==> config.mk <==
export PLATFORM = sky130hd
export DESIGN_NAME = eeg_adc_frame_deframer_top
export DESIGN_NICKNAME = d
export VERILOG_FILES = /design/src/hw/rtl/eafd_pkg.sv /design/src/hw/rtl/eafd_front.sv /design/src/hw/rtl/eafd_queue.sv /design/src/hw/rtl/eafd_back.sv /design/src/hw/rtl/eeg_adc_frame_deframer_top.sv
export VERILOG_INCLUDE_DIRS = /design/src /design/src/hw/rtl
export SDC_FILE = /design/constraint.sdc
export NUM_CORES = 1
export LEC_CHECK = 0
export ABC_AREA = 0
export BUFFER_PORTS_ARGS = -buffer_cell sky130_fd_sc_hd__buf_2
export CAP_MARGIN = 20
export CORE_UTILIZATION = 50
export CTS_CLUSTER_SIZE = 20
export DETAILED_ROUTE_END_ITERATION = 6
export PLACE_DENSITY_LB_ADDON = 0.08
export SLEW_MARGIN = 10
export SYNTH_ARGS = -nofsm -noshare
export SYNTH_HDL_FRONTEND = slang
export SYNTH_HIERARCHICAL = 1
export SYNTH_SLANG_ARGS = --single-unit
export TNS_END_PERCENT = 30
==> constraint.sdc <==
create_clock -name aclk -period 4.9 [get_ports aclk]
set_input_delay 0.98 -clock aclk [delete_from_list [all_inputs] [get_ports aclk]]
set_output_delay 0.98 -clock aclk [all_outputs]
set_load 0.005 [all_outputs]
==> src/hw/rtl/assert_macros.svh <==
// Assertion helpers shared by the byte parser and word queue RTL files.
// Each macro expands to a labeled concurrent assertion in simulation
// and to nothing in synthesis.
`ifndef ASSERT_MACROS_SVH
`define ASSERT_MACROS_SVH

`ifndef SYNTHESIS

// Assert a property on the rising clock edge, off while reset is low.
`define ASSERT_PROP(lbl, clk, rstn, prop) \
    lbl: assert property (@(posedge clk) disable iff (!rstn) prop) \
        else $error("assertion failed");

// Assert that an expression never holds while out of reset.
`define ASSERT_NEVER(lbl, clk, rstn, expr) \
    lbl: assert property (@(posedge clk) disable iff (!rstn) !(expr)) \
        else $error("forbidden condition seen");

`else

`define ASSERT_PROP(lbl, clk, rstn, prop)
`define ASSERT_NEVER(lbl, clk, rstn, expr)

`endif

`endif

==> src/hw/rtl/eafd_pkg.sv <==
`timescale 1ns / 1ps
// ----------------------------------------------------------------------------
// EEG ADC frame deframer package
// Payload types, queue entry and status types, and shared constants.
// ----------------------------------------------------------------------------
package eafd_pkg;

    localparam int unsigned CHANNELS_PER_DEVICE_DEF = 8;
    localparam int unsigned POS_W   = 6;
    localparam int unsigned WORD_W  = 24;
    localparam int unsigned CH_W    = 4;
    localparam logic [POS_W-1:0] POS_IDLE = '1;

    // byte phase within a 24-bit word
    localparam logic [1:0] PHASE_FIRST = 2'd0;
    localparam logic [1:0] PHASE_LAST  = 2'd2;

    typedef struct packed {
        logic [7:0] data_byte;
        logic       frame_start;
    } eafd_in_t;

    typedef struct packed {
        logic                     is_status;
        logic                     device_index;
        logic [CH_W-1:0]          channel_index;
        logic signed [WORD_W-1:0] sample;
        logic [WORD_W-1:0]        status_word;
        logic                     frame_end;
    } eafd_out_t;

    // one completed word, handed from the parser to the output stage
    typedef struct packed {
        logic              is_status;
        logic              device_index;
        logic [CH_W-1:0]   channel_index;
        logic [WORD_W-1:0] word;
        logic              frame_end;
    } eafd_word_t;

    typedef struct packed {
        logic full;
        logic empty;
    } eafd_qstat_t;

endpackage

==> src/hw/rtl/eafd_front.sv <==
`timescale 1ns / 1ps
// ----------------------------------------------------------------------------
// EEG ADC frame deframer: byte parser
// Tracks the byte position in the frame, builds 24-bit words and pushes
// each completed status word or channel sample into the word queue.
// ----------------------------------------------------------------------------
`include "assert_macros.svh"

module eafd_front
    import eafd_pkg::*;
#(
    parameter int unsigned CHANNELS_PER_DEVICE = CHANNELS_PER_DEVICE_DEF
) (
    input  logic        aclk,
    input  logic        aresetn,
    input  logic        cfg_wr_en,
    input  logic        cfg_wr_data,
    input  logic        s_valid,
    output logic        s_ready,
    input  eafd_in_t    s_data,
    input  eafd_qstat_t qstat,
    output logic        push,
    output eafd_word_t  push_data
);

    localparam int unsigned BLOCK_BYTES = 3 * (1 + CHANNELS_PER_DEVICE);
    localparam logic [POS_W-1:0] LEN_ONE = POS_W'(BLOCK_BYTES);
    localparam logic [POS_W-1:0] LEN_TWO = POS_W'(2 * BLOCK_BYTES);
    localparam int unsigned WCNT_W = $clog2(CHANNELS_PER_DEVICE + 1);
    localparam logic [WCNT_W-1:0] WORD_LAST = WCNT_W'(CHANNELS_PER_DEVICE);
    localparam logic [CH_W-1:0]   DEV1_BASE = CH_W'(CHANNELS_PER_DEVICE);

    logic              daisy_reg;
    logic [POS_W-1:0]  pos_reg,   pos_next;
    logic [1:0]        phase_reg, phase_next;
    logic [WCNT_W-1:0] word_reg,  word_next;
    logic              dev_reg,   dev_next;
    logic [WORD_W-1:0] acc_reg,   acc_next;

    logic [POS_W-1:0]  pos_eff;
    logic [1:0]        phase_eff;
    logic [WCNT_W-1:0] word_eff;
    logic              dev_eff;
    logic [POS_W-1:0]  frame_len;
    logic              accept;
    logic              active;

    assign s_ready   = !qstat.full;
    assign accept    = s_valid && s_ready;
    assign frame_len = daisy_reg ? LEN_TWO : LEN_ONE;

    // a frame start restarts the count before the byte is taken
    assign pos_eff   = s_data.frame_start ? '0 : pos_reg;
    assign phase_eff = s_data.frame_start ? PHASE_FIRST : phase_reg;
    assign word_eff  = s_data.frame_start ? '0 : word_reg;
    assign dev_eff   = s_data.frame_start ? 1'b0 : dev_reg;

    assign active = accept && (pos_eff < frame_len);
    assign push   = active && (phase_eff == PHASE_LAST);

    always_comb begin
        pos_next   = pos_reg;
        phase_next = phase_reg;
        word_next  = word_reg;
        dev_next   = dev_reg;
        acc_next   = acc_reg;
        if (active) begin
            pos_next = pos_eff + POS_W'(1);
            acc_next = {acc_reg[WORD_W-9:0], s_data.data_byte};
            word_next = word_eff;
            dev_next  = dev_eff;
            if (phase_eff == PHASE_LAST) begin
                phase_next = PHASE_FIRST;
                // wrap to the next device block after its last channel
                if (word_eff == WORD_LAST) begin
                    word_next = '0;
                    dev_next  = !dev_eff;
                end else begin
                    word_next = word_eff + WCNT_W'(1);
                end
            end else begin
                phase_next = phase_eff + 2'd1;
            end
        end
    end

    always_comb begin
        push_data.is_status     = (word_eff == '0);
        push_data.device_index  = dev_eff;
        push_data.word          = acc_next;
        push_data.channel_index = '0;
        push_data.frame_end     = 1'b0;
        if (word_eff != '0) begin
            push_data.channel_index = (dev_eff ? DEV1_BASE : CH_W'(0))
                                    + CH_W'(word_eff) - CH_W'(1);
            push_data.frame_end     = (pos_eff + POS_W'(1) == frame_len);
        end
    end

    always_ff @(posedge aclk) begin
        if (!aresetn) begin
            daisy_reg <= 1'b0;
            pos_reg   <= POS_IDLE;
            phase_reg <= PHASE_FIRST;
            word_reg  <= '0;
            dev_reg   <= 1'b0;
            acc_reg   <= '0;
        end else begin
            if (cfg_wr_en) begin
                daisy_reg <= cfg_wr_data;
            end
            pos_reg   <= pos_next;
            phase_reg <= phase_next;
            word_reg  <= word_next;
            dev_reg   <= dev_next;
            acc_reg   <= acc_next;
        end
    end

    `ASSERT_PROP(a_pos_bounded, aclk, aresetn,
        (pos_reg == POS_IDLE) || (pos_reg <= LEN_TWO))
    `ASSERT_NEVER(a_status_no_end, aclk, aresetn,
        push && push_data.is_status && push_data.frame_end)

endmodule

==> src/hw/rtl/eafd_queue.sv <==
`timescale 1ns / 1ps
// ----------------------------------------------------------------------------
// EEG ADC frame deframer: word queue
// Two-entry queue that decouples the byte parser from the output stage.
// ----------------------------------------------------------------------------
`include "assert_macros.svh"

module eafd_queue
    import eafd_pkg::*;
(
    input  logic        aclk,
    input  logic        aresetn,
    input  logic        push,
    input  eafd_word_t  push_data,
    input  logic        pop,
    output eafd_word_t  pop_data,
    output eafd_qstat_t qstat
);

    localparam int unsigned DEPTH = 2;

    eafd_word_t mem [DEPTH];
    logic       wr_ptr_reg, wr_ptr_next;
    logic       rd_ptr_reg, rd_ptr_next;
    logic [1:0] count_reg,  count_next;
    logic       do_push, do_pop;

    assign qstat.full  = (count_reg == 2'(DEPTH));
    assign qstat.empty = (count_reg == 2'd0);
    assign do_push     = push && !qstat.full;
    assign do_pop      = pop && !qstat.empty;
    assign pop_data    = mem[rd_ptr_reg];

    always_comb begin
        wr_ptr_next = do_push ? !wr_ptr_reg : wr_ptr_reg;
        rd_ptr_next = do_pop  ? !rd_ptr_reg : rd_ptr_reg;
        count_next  = count_reg + 2'(do_push) - 2'(do_pop);
    end

    always_ff @(posedge aclk) begin
        if (do_push) begin
            mem[wr_ptr_reg] <= push_data;
        end
    end

    always_ff @(posedge aclk) begin
        if (!aresetn) begin
            wr_ptr_reg <= 1'b0;
            rd_ptr_reg <= 1'b0;
            count_reg  <= '0;
        end else begin
            wr_ptr_reg <= wr_ptr_next;
            rd_ptr_reg <= rd_ptr_next;
            count_reg  <= count_next;
        end
    end

    `ASSERT_PROP(a_count_bounded, aclk, aresetn, count_reg <= 2'(DEPTH))
    `ASSERT_PROP(a_push_grows, aclk, aresetn,
        (do_push && !do_pop) |=> (count_reg == $past(count_reg) + 2'd1))

endmodule

==> src/hw/rtl/eafd_back.sv <==
`timescale 1ns / 1ps
// ----------------------------------------------------------------------------
// EEG ADC frame deframer: output stage
// Takes words from the queue and formats them into result requests held
// in an output register until the receiver takes them.
// ----------------------------------------------------------------------------
module eafd_back
    import eafd_pkg::*;
(
    input  logic        aclk,
    input  logic        aresetn,
    input  eafd_qstat_t qstat,
    input  eafd_word_t  pop_data,
    output logic        pop,
    output logic        m_valid,
    input  logic        m_ready,
    output eafd_out_t   m_data
);

    logic      m_valid_reg, m_valid_next;
    eafd_out_t m_data_reg,  m_data_next;
    eafd_out_t fmt;

    // zero the fields that do not belong to the word kind
    always_comb begin
        fmt.is_status     = pop_data.is_status;
        fmt.device_index  = pop_data.device_index;
        fmt.channel_index = pop_data.channel_index;
        fmt.frame_end     = pop_data.frame_end;
        if (pop_data.is_status) begin
            fmt.sample      = '0;
            fmt.status_word = pop_data.word;
        end else begin
            fmt.sample      = signed'(pop_data.word);
            fmt.status_word = '0;
        end
    end

    assign pop = !qstat.empty && (!m_valid_reg || m_ready);

    always_comb begin
        m_data_next  = m_data_reg;
        m_valid_next = m_valid_reg;
        if (pop) begin
            m_data_next  = fmt;
            m_valid_next = 1'b1;
        end else if (m_ready) begin
            m_valid_next = 1'b0;
        end
    end

    always_ff @(posedge aclk) begin
        if (!aresetn) begin
            m_valid_reg <= 1'b0;
        end else begin
            m_valid_reg <= m_valid_next;
        end
    end

    always_ff @(posedge aclk) begin
        m_data_reg <= m_data_next;
    end

    assign m_valid = m_valid_reg;
    assign m_data  = m_data_reg;

endmodule

==> src/hw/rtl/eeg_adc_frame_deframer_top.sv <==
`timescale 1ns / 1ps
// ----------------------------------------------------------------------------
// EEG ADC frame deframer
// Parses the read-data byte stream of a chained biopotential converter
// into status words and signed 24-bit channel samples.
// ----------------------------------------------------------------------------
// Input channel (s_valid/s_ready/s_data) carries one received byte per
// request, with frame_start marking the first byte of a frame. A frame
// is one device block, or two when daisy_chain is set; each block is a
// 3-byte status word and CHANNELS_PER_DEVICE 24-bit samples.
// Result channel (m_valid/m_ready/m_data) carries one request per third
// frame byte: a status word or a channel sample, frame_end on the last.
// Bytes past the end of a frame are dropped until the next frame_start.
// Throughput: one byte per cycle while s_ready is high. A completed word
// passes through the queue and then the output register to m_valid.
// A two-entry word queue sits between the parser and the output register;
// when the receiver stalls the queue fills and s_ready drops.
// Write daisy_chain through cfg_wr_en/cfg_wr_data while the block is idle.
// Reset clears daisy_chain and leaves the parser idle awaiting frame_start.
// ----------------------------------------------------------------------------
module eeg_adc_frame_deframer_top
    import eafd_pkg::*;
#(
    parameter int unsigned CHANNELS_PER_DEVICE = CHANNELS_PER_DEVICE_DEF
) (
    input  logic      aclk,
    input  logic      aresetn,
    input  logic      cfg_wr_en,
    input  logic      cfg_wr_data,
    input  logic      s_valid,
    output logic      s_ready,
    input  eafd_in_t  s_data,
    output logic      m_valid,
    input  logic      m_ready,
    output eafd_out_t m_data
);

    eafd_qstat_t qstat;
    logic        push;
    logic        pop;
    eafd_word_t  push_data;
    eafd_word_t  pop_data;

    eafd_front #(
        .CHANNELS_PER_DEVICE(CHANNELS_PER_DEVICE)
    ) u_front (
        .aclk        (aclk),
        .aresetn     (aresetn),
        .cfg_wr_en   (cfg_wr_en),
        .cfg_wr_data (cfg_wr_data),
        .s_valid     (s_valid),
        .s_ready     (s_ready),
        .s_data      (s_data),
        .qstat       (qstat),
        .push        (push),
        .push_data   (push_data)
    );

    eafd_queue u_queue (
        .aclk      (aclk),
        .aresetn   (aresetn),
        .push      (push),
        .push_data (push_data),
        .pop       (pop),
        .pop_data  (pop_data),
        .qstat     (qstat)
    );

    eafd_back u_back (
        .aclk     (aclk),
        .aresetn  (aresetn),
        .qstat    (qstat),
        .pop_data (pop_data),
        .pop      (pop),
        .m_valid  (m_valid),
        .m_ready  (m_ready),
        .m_data   (m_data)
    );

endmodule

== Yosys cells after proc, flatten, opt, wreduce, memory -nomap -nowiden ==
Memory sizes are Yosys's and may differ from the RTL's. A register that Yosys moved wholly into a read port is not among the register bits.
Cells that the tools add are included.

* Register bits after elaboration: 98
* Bits in writable memories: 62
* Bits of input ports: 15
* Output and inout bits: 57
* Word-level logic and storage cells: 66
* Memories: 1

{| class="wikitable"
|+ Memories
! memory !! words !! bits a word !! rd ports !! clocked after memory_dff !! write ports !! RTL line !! source
|-
| u_queue.mem || 2 || 31 || 1 || 1 || 1 || eafd_queue.sv:22 || <nowiki>eafd_word_t mem [DEPTH];</nowiki>
|}

* Add/subtract/negate cells: 7
* Magnitude comparators: 1
* Equality and inequality tests: 4
* Multiplexer cells: 20
* Reduce and logical (&&, ||, !) cells: 17

{| class="wikitable"
|+ Operators with widths
! cell !! number
|-
| $mux W24 || 1
|-
| $mux W4 || 5
|-
| $mux W6 || 2
|-
| $mux W1 || 10
|-
| $add A6 B1 Y6 const B || 1
|-
| $eq A6 B6 Y1 || 1
|-
| $logic_and A1 B1 Y1 || 6
|-
| $logic_not A1 Y1 || 6
|-
| $lt A6 B6 Y1 || 1
|-
| $add A4 B1 Y4 const B || 1
|-
| $add A4 B4 Y4 || 1
|-
| $eq A2 B2 Y1 const B || 2
|-
| $eq A4 B4 Y1 const B || 1
|-
| $logic_not A4 Y1 || 1
|-
| $mux W2 || 2
|-
| $reduce_bool A4 Y1 || 1
|-
| $sub A4 B1 Y4 const B || 1
|-
| $add A2 B1 Y2 || 1
|-
| $add A2 B1 Y2 const B || 1
|-
| $logic_not A2 Y1 || 1
|-
| $reduce_bool A2 Y1 || 1
|-
| $sub A2 B1 Y2 || 1
|-
| $logic_or A1 B1 Y1 || 1
|}

== Logic depth before layout (Yosys ltp) ==
* Depth in word-level cells: 8
* Mapped depth: 16
* Gate-level depth less buffers: 14

== Cells and area by module ==
The synthesis kept the hierarchy.

{| class="wikitable"
|+ By module, submodules not included
! module !! instances !! cells each !! area each (um2) !! sequential area each (um2)
|-
| eafd_queue || 1 || 123 || 2478.6 || 1961.9
|-
| eafd_front || 1 || 216 || 2045.7 || 760.7
|-
| eafd_back || 1 || 112 || 2039.5 || 1671.6
|}

== Worst setup path after synthesis ==
Ideal clock, no wire load.

* Path kind: input port to flip-flop
* From: input m_ready
* To: register u_queue.count_reg[1]
* Setup time: 0.115 ns
* Arrival: 4.682 ns
* Data required time: 4.785 ns
* Setup slack: 0.103 ns
* Cell stages on the path: 9
* Buffers on the path: 0
* Cells stage by stage: nand2b_1 nor2b_1 o21a_1 ha_1 inv_1 ha_1 xor2_1 and2_1 nor3_1

* Word-level cells in the longest chain between the ends: 4

{| class="wikitable"
|+ RTL lines
! what !! RTL line !! source
|-
| from (decl) || eeg_adc_frame_deframer_top.sv:34 || <nowiki>input logic m_ready,</nowiki>
|-
| $logic_or A1 B1 Y1 || eafd_back.sv:39 || <nowiki>assign pop = !qstat.empty && (!m_valid_reg || m_ready);</nowiki>
|-
| $logic_and A1 B1 Y1 || eafd_back.sv:39 ||
|-
| via pop || eeg_adc_frame_deframer_top.sv:40 || <nowiki>logic pop;</nowiki>
|-
| $logic_and A1 B1 Y1 || eafd_queue.sv:31 || <nowiki>assign do_pop = pop && !qstat.empty;</nowiki>
|-
| via u_queue.do_pop || eafd_queue.sv:26 || <nowiki>logic do_push, do_pop;</nowiki>
|-
| $sub A2 B1 Y2 || eafd_queue.sv:37 || <nowiki>count_next = count_reg + 2'(do_push) - 2'(do_pop);</nowiki>
|-
| to (signal assigned) || eafd_queue.sv:54 || <nowiki>count_reg <= count_next;</nowiki>
|-
| to (decl) || eafd_queue.sv:25 || <nowiki>logic [1:0] count_reg, count_next;</nowiki>
|}

The timed path passes the listed nets, and every way through them passes these cells.
A chain may end at the register's enable or synchronous reset.

== Worst setup path after layout ==
* From: input s_data[0] (netlist bit)
* To: memory u_queue/mem[0][24] (netlist bit), enable pin

* Word-level cells in the longest chain between the ends: 7
* Elaborated cells on any way between the ends: 9
* Classes of those cells: order compare (1); eq/ne (1); mux (4); reduce/logical (3)

{| class="wikitable"
|+ RTL lines
! what !! RTL line !! source
|-
| from (decl) || eeg_adc_frame_deframer_top.sv:32 || <nowiki>input eafd_in_t s_data,</nowiki>
|-
| $mux W6 || eafd_front.sv:53 || <nowiki>assign pos_eff = s_data.frame_start ? '0 : pos_reg;</nowiki>
|-
| $lt A6 B6 Y1 || eafd_front.sv:58 || <nowiki>assign active = accept && (pos_eff < frame_len);</nowiki>
|-
| $logic_and A1 B1 Y1 || eafd_front.sv:58 ||
|-
| $logic_and A1 B1 Y1 (*) || eafd_front.sv:59 || <nowiki>assign push = active && (phase_eff == PHASE_LAST);</nowiki>
|-
| via push || eeg_adc_frame_deframer_top.sv:39 || <nowiki>logic push;</nowiki>
|-
| $logic_and A1 B1 Y1 (*) || eafd_queue.sv:30 || <nowiki>assign do_push = push && !qstat.full;</nowiki>
|-
| $mux W1 (*) || eafd_queue.sv:41 || <nowiki>if (do_push) begin</nowiki>
|-
| $mux W1 (not written as such) (*) || eafd_queue.sv:42 || <nowiki>mem[wr_ptr_reg] <= push_data;</nowiki>
|-
| to (decl) || eafd_queue.sv:22 ||
|}

Mark *: on every way through the listed nets, which the timed path passes. The rest lies on a longest branch.

==> flow_summary_export.csv <==
group,metric,value,unit
outcome,status,"finished clean",
floorplan,core_area,12700,um2
sta,fin_tns_setup,0,ns
floorplan,die_area,13600,um2
sta,rsz0062_at_grt,"no",
clock_network,cts.sinks,161,
synthesis,seq_area_frac_synth,66.9,%
synthesis,synth_warnings,6,
sta,fmax,0.302,GHz
synthesis,synth_area_per_cell,14.6,um2
setup_path,endpoint_kind,"flip-flop",
synthesis,synth_edf_count,117,
power_and_ir_drop,ir_worst_vdd,0.000171,V
placement,pre_cts_slack,1.15,ns
layout,seq_area,4390,um2
drt,route.detailed.drc,0,
floorplan,fp.dieW,117,um
setup_path,cp_slowest_cell,"nor2_4",
layout,largest_reg_flops,62,
power_and_ir_drop,p_leak,2.84,nW
setup_path,cp.required,4.93,ns
sta,clock_skew,0.00528,ns
layout,area_growth,15.7,%
clock_network,cts_tree,"done",
drt,drt-total-wl,10300,um
setup_path,path_cells,"buf_2 > nand2b_1 > inv_1 > ha_1 > a311oi_1 > o211a_2 > and2_1 > nand2_1 > nor2_4",
clock_network,clock-root-buffer,"clkbuf_16",
setup_path,worstPathArrival,3.35,ns
floorplan,start_util,51.6,%
sta,hold_viol,0,
worst_hold_path,min_path_type,"flip-flop to flip-flop",
synthesis,async_reset_ff_share,0,%
global_route,grt_pass1_wl,16400,um
clock_network,clk_latency,0.41,ns
setup_path,critPathKind,"input pin to flip-flop",
drt,vias,3520,
floorplan,row_count,41,
global_route,grt_max_degree,56,
drt,viasPerCell,4.96,
drt,drt-initial-drc-count,125,
setup_path,crit_path_start_kind,"input pin",
synthesis,synth_area,6560,um2
sta,hold_ws,0.504,ns
placement,placed_cells,678,
global_route,track_usage,16.7,%
drt,antenna_left,0,
drt,drt_pass1_iterations,4,
placement,gp_congestion,0.760,
layout,final_cell_count_no_fill,709,
clock_network,clockBufferDepth,2,
layout,drive_gt1_share,30.0,%
floorplan,num_io_pins,72,
floorplan,die_y,117,um
synthesis,synthCells,451,
layout,diodes,0,
synthesis,synth_cell_types,43,
clock_network,hold_buffers,0,
flow_run,drv_cap,0,
sta,fin_crit_sh,67.6,%
synthesis,synth-seq-cells,161,
clock_network,numCtsBuffers,17,
global_route,antenna_found_initial,0,
global_route,grt_pass1_vias,3481,
setup_path,cpPeakStageDelay,0.79,ns
layout,layout.nets,552,
synthesis,synth_ff_type,"edfxtp_1",
clock_network,cts_max_level,4,
global_route,overflow,0,
sta,slew_headroom,33.8,%
sta,min_period,3.31,ns
sta,setup_violations,0,
setup_path,crit_fanout,31,
sta,maxSlewViolCount,0,
clock_network,clkTransAtPathRegs,0.06,ns
layout,multiInputGateArea,1970,um2
clock_network,post_cts_buffers,0,
clock_network,post_cts_resize_count,0,
sta,layout_setup_ws,1.59,ns
placement,dpl.hpwl,6420,um
drt,wire_per_inst,14.5,um
synthesis,synth_nets,478,
layout,final.fill_count,1067,
sta,worst_pin_slew,0.990,ns
placement,io_buffers,71,
power_and_ir_drop,power_density,381,nW/um2
==> cell type report <==
class | instances | area share [%]
repair buffers | 75 | 5.24
well taps | 172 | 2.83
flip-flops and latches | 161 | 57.8
clock buffers | 24 | 6.08
inverters | 13 | 0.642
clock inverters | 7 | 1.47
multi-input cells | 257 | 25.9
==> path summary, 6_finish.rpt <==
path	start	end	slack (ns)	cells past startpoint
max	s_data[0]	u_queue/mem[0][24]	1.59	9
min	u_front/phase_reg[1]	u_front/phase_reg[1]	0.50	2
max reg2reg	u_front/daisy_reg	u_queue/mem[0][24]	2.12	7
min reg2reg	u_front/phase_reg[1]	u_front/phase_reg[1]	0.50	2
==> cells by family (layout without fill, tap and decap cells) <==
kind of cell / Yosys count / count (layout) / share of synthesized area [%]
xor gates and xnor gates: 9 / 9 / 1.20
buffers and inverters: 33 / 119 / 3.32
adders and majority gates: 12 / 12 / 2.40
AOI/OAI and AO/OA: 30 / 30 / 3.16
DFF: 161 / 161 / 66.9
and+or+nand+nor: 145 / 145 / 12.5
muxes: 61 / 61 / 10.5
==> layout by cell type (no fill, tap or decap), types with 2 or more instances in the layout <==
cell / count
a21oi_1: 7
buf_4: 3
mux2_4: 2
nand2b_1: 6
clkinv_2: 2
bufinv_16: 3
ha_1: 11
inv_1: 12
nor2b_1: 29
dfxtp_1: 44
edfxtp_1: 117
clkbuf_1: 6
mux2i_1: 6
nand3_1: 5
xor2_1: 4
o21ai_0: 7
nand4_1: 2
and2_1: 55
o211ai_1: 2
o211a_1: 4
mux2_2: 53
buf_2: 71
nor2_1: 19
nand2_1: 18
and3_1: 2
xnor2_1: 5
clkbuf_16: 17
a311oi_1: 2
==> through the flow <==
| stage | utilization, % | power (mW) | cell area [um2] |
|---|---|---|---|
| finish | 59.7 | 2.89 | 7600 |
| global route | 59.7 | 2.99 | 7600 |
| CTS | 59.7 | 2.93 | 7600 |
| detailed placement | 55.2 | 1.65 | 7020 |
| global placement | 55.2 | 1.64 | 7020 |
| floorplan | - | 1.62 | 6560 |
==> critical path, delay by kind of cell <==
| kind | cells | cell delay [ns] |
|---|---|---|
| AO/OA/AOI/OAI | 2 | 0.45 |
| buffers and inverters | 2 | 0.33 |
| adder cells (fa/ha/maj) | 1 | 0.27 |
| AND/OR/NAND/NOR | 4 | 1.29 |
==> synthesized netlist by cell type, types with 4 or more instances <==
master,instances,area (um2)
nand3_1,5,25.0
o21ai_0,7,35.0
o211a_1,5,50.1
mux2_2,53,597
nand2_1,18,67.6
edfxtp_1,117,3510
and2_1,55,344
xor2_1,4,35.0
dfxtp_1,44,881
buf_6,7,78.8
nor2b_1,30,188
mux2i_1,6,60.1
xnor2_1,5,43.8
a21oi_1,7,35.0
nand2b_1,6,37.5
clkbuf_1,6,22.5
ha_1,11,138
nor2_1,20,75.1
inv_1,12,45.0
==> layer usage <==
layer / vias up / share of wire [%] / track usage (%)
li1: 1744 / - / -
met1: 1696 / 40 / 16.8
met2: 67 / 55 / 31.8
met3: 13 / 3.4 / 4.36
met4: 0 / 1.5 / 8.35
met5: - / 0 / 0
==> power by group <==
part	total [mW]	internal [mW]	switching, mW
clock network	1.27	0.808	0.465
registers	1.49	1.47	0.0154
logic	0.128	0.0588	0.0696
Note: power is estimated with default switching activity, not from simulation.
